`src/hw/rtl/rpr_pkg.sv`:
```
package rpr_pkg;

  // Width of the CORDIC x and y registers (Q1.15 with growth headroom).
  localparam int XY_W = 18;
  // Width of the residual angle in Q0.32 turns plus sign and headroom.
  localparam int Z_W = 34;
  // Width of the per-pair step in Q0.48 turns per position.
  localparam int STEP_W = 46;
  localparam int CORDIC_ITERS = 16;
  localparam int ITER_PER_STAGE = 4;
  localparam int PAIR_ENTRIES = 128;

  localparam logic [63:0] INV_TWO_PI_Q32 = 64'd683565276;
  localparam logic signed [XY_W-1:0] CORDIC_X0 = 18'sd19898;

  localparam logic [31:0] ATAN_TURNS [CORDIC_ITERS] = '{
    32'd536870912, 32'd316933406, 32'd167458907, 32'd85004756,
    32'd42667331,  32'd21354465,  32'd10679838,  32'd5340245,
    32'd2670163,   32'd1335087,   32'd667544,    32'd333772,
    32'd166886,    32'd83443,     32'd41722,     32'd20861
  };

  typedef struct packed {
    logic valid;
    logic flip;
    logic err;
  } rpr_ctl_t;

endpackage

```
`src/hw/rtl/rpr_cordic_stage.sv`:
```
module rpr_cordic_stage #(
  parameter int FIRST = 0
) (
  input  logic                              clk,
  input  logic                              rst,
  input  rpr_pkg::rpr_ctl_t                 ctl_in,
  input  logic signed [rpr_pkg::XY_W-1:0]   x_in,
  input  logic signed [rpr_pkg::XY_W-1:0]   y_in,
  input  logic signed [rpr_pkg::Z_W-1:0]    z_in,
  output rpr_pkg::rpr_ctl_t                 ctl_out,
  output logic signed [rpr_pkg::XY_W-1:0]   x_out,
  output logic signed [rpr_pkg::XY_W-1:0]   y_out,
  output logic signed [rpr_pkg::Z_W-1:0]    z_out
);
  import rpr_pkg::*;

  logic signed [XY_W-1:0] x_next;
  logic signed [XY_W-1:0] y_next;
  logic signed [Z_W-1:0]  z_next;

  always_comb begin
    logic signed [XY_W-1:0] xv;
    logic signed [XY_W-1:0] yv;
    logic signed [XY_W-1:0] xn;
    logic signed [Z_W-1:0]  zv;
    logic signed [Z_W-1:0]  at;
    xv = x_in;
    yv = y_in;
    zv = z_in;
    for (int k = 0; k < ITER_PER_STAGE; k++) begin
      at = signed'(Z_W'(ATAN_TURNS[FIRST + k]));
      if (!zv[Z_W-1]) begin
        xn = xv - (yv >>> (FIRST + k));
        yv = yv + (xv >>> (FIRST + k));
        zv = zv - at;
      end else begin
        xn = xv + (yv >>> (FIRST + k));
        yv = yv - (xv >>> (FIRST + k));
        zv = zv + at;
      end
      xv = xn;
    end
    x_next = xv;
    y_next = yv;
    z_next = zv;
  end

  always_ff @(posedge clk) begin
    if (rst) begin
      ctl_out <= '0;
    end else begin
      ctl_out <= ctl_in;
    end
    x_out <= x_next;
    y_out <= y_next;
    z_out <= z_next;
  end

endmodule

```
`config.mk`:
```
export PLATFORM = sky130hd
export DESIGN_NAME = rpr_cordic_stage
export DESIGN_NICKNAME = d
export VERILOG_FILES = /design/src/hw/rtl/rpr_pkg.sv /design/src/hw/rtl/rpr_cordic_stage.sv
export SDC_FILE = /design/constraint.sdc
export NUM_CORES = 1
export LEC_CHECK = 0
export ABC_AREA = 1
export BUFFER_PORTS_ARGS = -buffer_cell sky130_fd_sc_hd__buf_2
export CORE_MARGIN = 5
export CORE_UTILIZATION = 55
export CTS_CLUSTER_SIZE = 14
export DETAILED_ROUTE_END_ITERATION = 8
export GPL_TIMING_DRIVEN = 1
export PLACE_DENSITY = 0.86
export SLEW_MARGIN = 20
export SYNTH_ARGS = -nofsm -noshare
export SYNTH_HDL_FRONTEND = slang
export SYNTH_SLANG_ARGS = --single-unit
```
`constraint.sdc`:
```
create_clock -name clk -period 15.9 [get_ports clk]
set_clock_uncertainty 0.15 [all_clocks]
set_input_delay 0.795 -clock clk [delete_from_list [all_inputs] [get_ports clk]]
set_output_delay 0.795 -clock clk [all_outputs]
set_load 0.03 [all_outputs]
```
==> results of run 1 <==
per-stage QoR:
| step | cell area [µm²] | std cells | utilization |
|---|---|---|---|
| after global placement | 17200 | 3085 | 0.597 |
| after detailed placement | 17200 | 3085 | 0.597 |
| after floorplan | 16100 | 2581 | - |
| after CTS | 17500 | 3101 | 0.609 |
| after global routing | 17500 | 3105 | 0.609 |
| final | 17500 | 3105 | 0.609 |
kinds of logic after synthesis:
logic type	Yosys count	synth area share
AND/OR/NAND/NOR	1119	0.300
buffers and inverters	448	0.108
AO/OA/AOI/OAI	413	0.144
adder cells (fa/ha/maj)	273	0.218
XOR/XNOR	255	0.139
flip-flops	73	0.0907
per-layer routing:
metal | wire length, µm | GRT usage | part of all wire
met4 | 1460 | 0.0934 | 0.033
met1 | 19200 | 0.319 | 0.44
met5 | 0 | 0 | 0
met2 | 21400 | 0.472 | 0.49
met3 | 2000 | 0.0235 | 0.045
state kept, by name, summed over array words and instances, names as in the netlist:
name / count
x_out: 18
z_out: 34
y_out: 18
ctl_out: 3
synth_stat cells (3+ instances only):
cell,instances,share of area
clkbuf_1,9,0.0021
fa_1,13,0.016
nand2_2,31,0.012
nand2_4,4,0.0028
buf_2,8,0.0025
xnor2_1,47,0.026
buf_4,10,0.0047
o21ai_2,4,0.0022
a21oi_1,235,0.073
o2111ai_1,4,0.0022
nand2_1,651,0.15
nand3_2,12,0.0075
nor3_1,31,0.0096
inv_2,29,0.0068
nor2_2,11,0.0043
o31ai_1,11,0.0051
nand3_1,202,0.063
and2_1,3,0.0012
o21ai_0,74,0.023
nor2_1,128,0.030
inv_1,386,0.090
ha_1,260,0.20
or2_1,3,0.0012
a211oi_1,6,0.0028
a31oi_1,6,0.0023
nor4_1,3,0.0012
o21bai_1,28,0.013
nand3b_1,4,0.0019
o211ai_1,4,0.0019
o21ai_1,13,0.0040
a21boi_1,5,0.0023
dfxtp_1,73,0.091
o21a_1,5,0.0023
xor2_1,207,0.11
a21o_1,8,0.0037
nand4_1,29,0.011
or2_2,3,0.0012
worst max-delay path by stage:
| stage | from | to | slack [ns] | cells after the start |
|---|---|---|---|---|
| after floorplan | z_in[33] | z_out[30]$_DFF_P_ | 4.44 | 65 |
| after global placement | z_in[33] | x_out[17]$_DFF_P_ | 3.84 | 70 |
| after detailed placement | z_in[33] | x_out[17]$_DFF_P_ | 3.29 | 70 |
| after CTS | z_in[33] | x_out[17]$_DFF_P_ | 3.56 | 70 |
| after global routing | z_in[33] | x_out[17]$_DFF_P_ | 2.34 | 70 |
| final | z_in[33] | x_out[17]$_DFF_P_ | 3.28 | 70 |
worst max-delay path, delay by kind of cell:
kind	cells	cell delay (ns)
AO/OA/AOI/OAI	24	4.35
XOR/XNOR	1	0.16
adder cells (fa/ha/maj)	4	1.53
buffers and inverters	13	3.34
AND/OR/NAND/NOR	28	2.51
final cells by class:
class	instances	area [µm²]	share of cell area
flip-flops and latches	73	1460	0.0834
clock buffers	9	225	0.0128
inverters	417	1570	0.0893
repair buffers	151	766	0.0437
multi-input cells	2060	12900	0.737
well taps	384	480	0.0274
diodes	4	10.0	0.000571
clock inverters	7	100	0.00571
==> summary.md, run 1 <==
| Metric | Value |
|---|---|
| Fmax | 0.0793 GHz |
| Place WS | 3.29 ns |
| Synth-to-Final Area Change | 8.79% |
| Routed vias/inst | 5.41 |
| Syn_area_per_cell | 6.24 µm² |
| Worst slew pin tran | 1.06 ns |
| Fin Setup TNS | 0 ns |
| Remaining antenna violation count | 0 |
| Crit-path max FO | 43 |
| Most common cell after layout, fill and taps aside | nand2_1 |
| Hold Path Origin | rst |
| Vias in the first global route | 16200 |
| Layout Nets | 3060 |
| Slew margin rel. | 0.288 |
| Max-cap viol count | 0 |
| Root buffer cell | clkbuf_16 |
| Syn nets | 2929 |
| Largest net degree at the start of global routing | 48 |
| Residual DRC | 0 |
| Final hold slack | 0.479 ns |
| Drt pass-1 iters | 5 |
| Setup crit end kind | flip-flop |
| Final setup violation count | 0 |
| CTS Buf Count | 9 |
| Most frequent cells in the layout | 651 x nand2_1, 386 x inv_1, 260 x ha_1, 235 x a21oi_1, 207 x xor2_1 |
| CTS H-tree depth | 3 |
| Share of layout cells above drive strength 1 | 0.0979 |
| Setup bufs post-CTS | 0 |
| Final min period | 12.62 ns |
| Post-CTS sizing | 0 |
| Status | completed |
| Total track usage | 0.260 |
| Die Y | 181 µm |
| Detail Placement HPWL | 37000 µm |
| Share of synthesized registers carrying an async set or reset | 0 |
| RSZ-0062 raised after global routing | no |
| Worst EP required | 16.01 ns |
| Crit path launch type | input pin |
| Min-Delay Endpoint | ctl_out[1]$_SDFF_PP0_ |
| PnR worst setup slack | 3.28 ns |
| First DRT Iteration DRCs | 1175 |
| Num Clock Sinks | 73 |
| Die Span X | 181 µm |
| Hold buffer count at CTS | 0 |
| Max-slew violations | 0 |
| Hold path cells | 2 |
| Die Area | 0.0328 mm² |
| Fillers | 2732 |
| CP max-delay cell | buf_2 |
| GPL Wtd Cong | 0.928 |
| Post-synth top flop | dfxtp_1 |
| Crit-path most repeated cell | nand2_1 |
| Seq/Total Area, Yosys | 0.0907 |
| CTS tree | built |
| Post-synth EDFFs | 0 |
| Cell Rows | 62 |
| Post-synthesis register bit count | 73 |
| Core Region | 0.0288 mm² |
| Grt total ovfl | 0 |
| Initial core utilization | 0.560 |
| First-pass GRT wire length | 73900 µm |
| Clock-pin slew on the worst setup and hold paths | 0.07 ns |
| Initial antenna violation count | 4 |
| Critical setup path kind | in2reg |
| Worst EP arrival | 12.72 ns |
| Fin. Hold Viols | 0 |
| Crit path largest cell delay | 0.66 ns |
| CTS Buffer Depth | 2 |
| Final period utilization | 0.793 |
| Via count | 16800 |
| Wire length per cell | 14.2 µm |
| Drt total wl | 44100 µm |
| Distinct cells, synth | 51 |
| Cells after Synth | 2581 |
| Port bufs | 147 |
| I/O pin cnt | 148 |
| Synthesized area | 0.0161 mm² |
| Hold Crit Class | in2reg |
| Ys Warns | 0 |
Power of run 1 is left out: the tool's default activity adds up to more than one toggle a clock period on the data nets, which glitch-free logic cannot reach.
==> inputs of run 2 (changes only) <==
Clock period 15.9 ns to 12.2 ns, I/O delays scaled along.
==> summary.md, run 2 (same netlist as run 1, synthesis figures left out) <==
| Metric | Value |
|---|---|
| Setup bufs post-CTS | 0 (unchanged) |
| CTS Buffer Depth | 2 (unchanged) |
| Setup crit start | z_in[33] |
| Num Clock Sinks | 73 (unchanged) |
| Core Region | 0.0288 mm² (unchanged) |
| Share of layout cells above drive strength 1 | 0.0992 (+0.00133) |
| Crit-path most repeated cell | nand2_1 |
| Crit path largest cell delay | 0.66 ns (about the same) |
| Max-slew violations | 0 (unchanged) |
| Residual DRC | 0 (unchanged) |
| Die Span X | 181 µm (unchanged) |
| Worst EP required | 12.27 ns (-3.74 ns) |
| Fmax | 0.0882 GHz |
| Drt total wl | 43400 µm (-1.5%) |
| Max-cap viol count | 0 (unchanged) |
| Final core occ | 0.609 (about the same) |
| Most common cell after layout, fill and taps aside | nand2_1 |
| Port bufs | 147 (unchanged) |
| First-pass GRT wire length | 72500 µm (-1.8%) |
| Top reg by flops | z_out |
| Vias in the first global route | 16100 (-0.28%) |
| Max reg flops | 34 (unchanged) |
| Die Area | 0.0328 mm² (unchanged) |
| Clock-pin slew on the worst setup and hold paths | 0.06 ns (about the same) |
| Final setup violation count | 0 (unchanged) |
| Worst EP arrival | 11.41 ns (-1.31 ns) |
| CTS tree | built |
| Non-filler cells, final | 3107 (+0.064%) |
| Critical Path End | z_out[30]$_DFF_P_ |
| Fin Setup TNS | 0 ns (unchanged) |
| Initial antenna violation count | 2 (-2) |
| CTS Buf Count | 9 (unchanged) |
| Fin. Hold Viols | 0 (unchanged) |
| Final period utilization | 0.929 |
| Final min period | 11.34 ns |
| Placed cell count | 3089 (+0.13%) |
| RSZ-0062 raised after global routing | no |
| Via count | 16800 (-0.19%) |
| Cell Rows | 62 (unchanged) |
| Initial core utilization | 0.560 (unchanged) |
| Drt pass-1 iters | 6 (+1) |
| Status | completed |
| Crit path launch type | input pin |
| Slew margin rel. | 0.389 (+0.101) |
| Largest net degree at the start of global routing | 48 (unchanged) |
| Hold Crit Class | in2reg |
| Critical setup path kind | in2reg |
| Wire length per cell | 14.0 µm (-1.6%) |
| I/O pin cnt | 148 (unchanged) |
| Top Registers | z_out (34), x_out (18), y_out (18) |
| Post-CTS sizing | 0 (unchanged) |
| Die Y | 181 µm (unchanged) |
| Worst slew pin tran | 0.908 ns (-0.150 ns) |
| First DRT Iteration DRCs | 1004 (-15%) |
| Setup crit end kind | flip-flop |
| CTS H-tree depth | 3 (unchanged) |
| Detail Placement HPWL | 36700 µm (-0.94%) |
| Layout Nets | 3064 (+0.13%) |
| GPL Wtd Cong | 0.918 (-1.1%) |
| Crit-path max FO | 43 (unchanged) |
| Grt total ovfl | 0 (unchanged) |
| Remaining antenna violation count | 0 (unchanged) |
| Most frequent cells in the layout | 651 x nand2_1, 386 x inv_1, 260 x ha_1, 235 x a21oi_1, 207 x xor2_1 |
| Hold buffer count at CTS | 0 (unchanged) |
| Synth-to-Final Area Change | 8.84% (about the same) |
| Final hold slack | 0.301 ns (-0.178 ns) |
| Routed vias/inst | 5.39 (-0.25%) |
| CP max-delay cell | buf_2 |
| Total track usage | 0.254 (-0.00592) |
| Root buffer cell | clkbuf_16 |
==> run 2: metrics by stage <==
stage	setup slack (ns)	cell area [µm²]
5_1_grt	0.00415	17500
6_report	0.862	17500
4_1_cts	1.12	17500
3_5_place_dp	0.818	17200
2_1_floorplan	0.925	16100
3_3_place_gp	1.35	17200
==> run 2: worst min path at each step <==
stage            start  cells past startpoint  slack [ns]                    end
3_5_place_dp       rst                      2        0.65  ctl_out[1]$_SDFF_PP0_
5_1_grt            rst                      2        0.31  ctl_out[1]$_SDFF_PP0_
4_1_cts            rst                      2        0.29  ctl_out[1]$_SDFF_PP0_
3_3_place_gp       rst                      2        0.65  ctl_out[1]$_SDFF_PP0_
6_report           rst                      2        0.30  ctl_out[2]$_SDFF_PP0_
2_1_floorplan  z_in[0]                      1        0.52       z_out[0]$_DFF_P_
==> run 2: worst max-delay path, delay by kind of cell <==
kind / cells / cell delay [ns]
AOI/OAI and AO/OA: 24 / 4.91
and+or+nand+nor: 22 / 1.96
adders and majority gates: 4 / 1.26
xor gates and xnor gates: 1 / 0.16
buffers and inverters: 12 / 2.46
==> run 2: final cells by class <==
type / count / area [µm²]
diodes: 2 / 5.00
clock buffers: 9 / 225
clock inverters: 7 / 83.8
fillers: 2737 / 11200
inverters: 417 / 1570
multi-input cells: 2060 / 12900
flip-flops and latches: 73 / 1460
well taps: 384 / 480
repair buffers: 155 / 796
==> run 2: per-layer routing <==
metal,wire length (µm),global-route usage,vias up
met2,21200,0.475,456
li1,-,-,8657
met1,19300,0.313,7560
met3,1930,0.0223,84
met5,0,0,-
met4,941,0.0636,0
Power of run 2 is left out for the same reason.
==> inputs of run 3 (changes only) <==
Settings changed: BUFFER_PORTS_ARGS -buffer_cell sky130_fd_sc_hd__buf_2 to unset, CORE_UTILIZATION 55 to 33, DONT_BUFFER_PORTS set to 1, PLACE_DENSITY 0.86 to 0.58.
==> summary.md, run 3 (same netlist as run 1, synthesis figures left out) <==
| Metric | Value |
|---|---|
| Fin Setup TNS | 0 ns (unchanged) |
| Synth-to-Final Area Change | 5.88% |
| CTS H-tree depth | 3 (unchanged) |
| Die Span X | 231 µm (+27%) |
| Worst EP required | 12.31 ns (+0.04 ns) |
| Total track usage | 0.174 (-0.0801) |
| Layout Nets | 2915 (-4.9%) |
| CTS Buf Count | 9 (unchanged) |
| Crit path launch type | input pin |
| Placed cell count | 3178 (+2.9%) |
| CTS Buffer Depth | 2 (unchanged) |
| Max-cap viol count | 0 (unchanged) |
| Port bufs | 0 (-100%) |
| CTS tree | built |
| Crit path largest cell delay | 0.56 ns (-0.10 ns) |
| Fin. Hold Viols | 0 (unchanged) |
| Clock-pin slew on the worst setup and hold paths | 0.07 ns (about the same) |
| Grt total ovfl | 0 (unchanged) |
| GPL Wtd Cong | 0.870 (-5.2%) |
| Residual DRC | 0 (unchanged) |
| Antenna Cells | 0 (-2) |
| Setup crit end kind | flip-flop |
| Max-slew violations | 0 (unchanged) |
| Hold buffer count at CTS | 0 (unchanged) |
| Die Area | 0.0533 mm² (+63%) |
| Wire length per cell | 14.7 µm (+5.6%) |
| Drt total wl | 47100 µm (+8.5%) |
| Hold Crit Class | in2reg |
| Worst EP arrival | 10.94 ns (-0.47 ns) |
| Status | completed |
| Final period utilization | 0.888 (-0.0416) |
| Initial antenna violation count | 4 (+2) |
| Top Registers | z_out (34), x_out (18), y_out (18) |
| Die Y | 231 µm (+27%) |
| Worst slew pin tran | 0.910 ns (+0.00251 ns) |
| Cell Rows | 81 (+31%) |
| CP max-delay cell | inv_2 |
| Vias in the first global route | 15500 (-3.7%) |
| Largest net degree at the start of global routing | 48 (unchanged) |
| Core Region | 0.0486 mm² (+69%) |
| Root buffer cell | clkbuf_16 |
| RSZ-0062 raised after global routing | no |
| Final min period | 10.83 ns (-0.508 ns) |
| Num Clock Sinks | 73 (unchanged) |
| Post-CTS sizing | 0 (unchanged) |
| Most common cell after layout, fill and taps aside | nand2_1 |
| Final setup violation count | 0 (unchanged) |
| Max reg flops | 34 (unchanged) |
| Most frequent cells in the layout | 651 x nand2_1, 386 x inv_1, 260 x ha_1, 235 x a21oi_1, 207 x xor2_1 |
| Via count | 15900 (-5.3%) |
| Fillers | 5317 (+94%) |
| Fmax | 0.0923 GHz (+4.7%) |
| Critical setup path kind | in2reg |
| Non-filler cells, final | 3194 (+2.8%) |
| Share of layout cells above drive strength 1 | 0.0470 (-0.0522) |
| Top reg by flops | z_out |
| Routed vias/inst | 4.97 (-7.9%) |
| Crit-path max FO | 43 (unchanged) |
| Drt pass-1 iters | 6 (unchanged) |
| Crit-path most repeated cell | nand2_1 |
| Initial core utilization | 0.331 (-0.229) |
| I/O pin cnt | 148 (unchanged) |
| Slew margin rel. | 0.387 (-0.00169) |
| Setup bufs post-CTS | 0 (unchanged) |
| First-pass GRT wire length | 77100 µm (+6.4%) |
| Detail Placement HPWL | 41000 µm (+12%) |
| Remaining antenna violation count | 0 (unchanged) |
| First DRT Iteration DRCs | 895 (-11%) |
-- run 3: cell count changes in the layout (fill, tap and decap cells not counted), sizes merged --
cell      previous run  this run
buf                155         6
bufinv               1         0
clkbuf               9        10
clkinv               3         4
clkinvlp             1         3
diode                2         0
inv                419       416
-- run 3: cell type report --
class,count,area (µm²),share of cell area
flip-flops and latches,73,1460,0.0857
multi-input cells,2060,12900,0.758
inverters,417,1570,0.0917
clock buffers,10,239,0.0140
repair buffers,6,45.0,0.00264
clock inverters,6,41.3,0.00242
well taps,622,778,0.0456
-- run 3: layer usage --
metal  GRT usage  up-vias  part of all wire
li1            -     8331                 -
met1       0.224     7194              0.47
met2       0.306      273              0.47
met3      0.0226       56             0.038
met4      0.0472        8             0.022
met5           0        -            0.0011
-- run 3: worst paths after layout --
path,startpoint,to,cells past startpoint
setup / recovery,z_in[33],x_out[17]$_DFF_P_,69
hold / removal,z_in[0],z_out[0]$_DFF_P_,1
-- run 3: stage by stage --
step | hold WS [ns] | instance area [µm²] | utilization | setup slack [ns]
6_report | 0.151 | 17100 | 0.351 | 1.37
5_1_grt | 0.132 | 17100 | 0.351 | 0.114
4_1_cts | 0.133 | 17100 | 0.351 | 1.38
2_1_floorplan | 0.517 | 16100 | - | 0.925
3_3_place_gp | 0.517 | 16800 | 0.345 | 1.21
3_5_place_dp | 0.520 | 16800 | 0.345 | 1.02
-- run 3: critical path, delay by kind of cell --
kind                       cells  cell delay (ns)
xor gates and xnor gates       1             0.14
adders and majority gates      4             1.46
buffers and inverters         11             2.27
AOI/OAI and AO/OA             24             4.07
and+or+nand+nor               29             2.34
Power of run 3 is left out for the same reason.
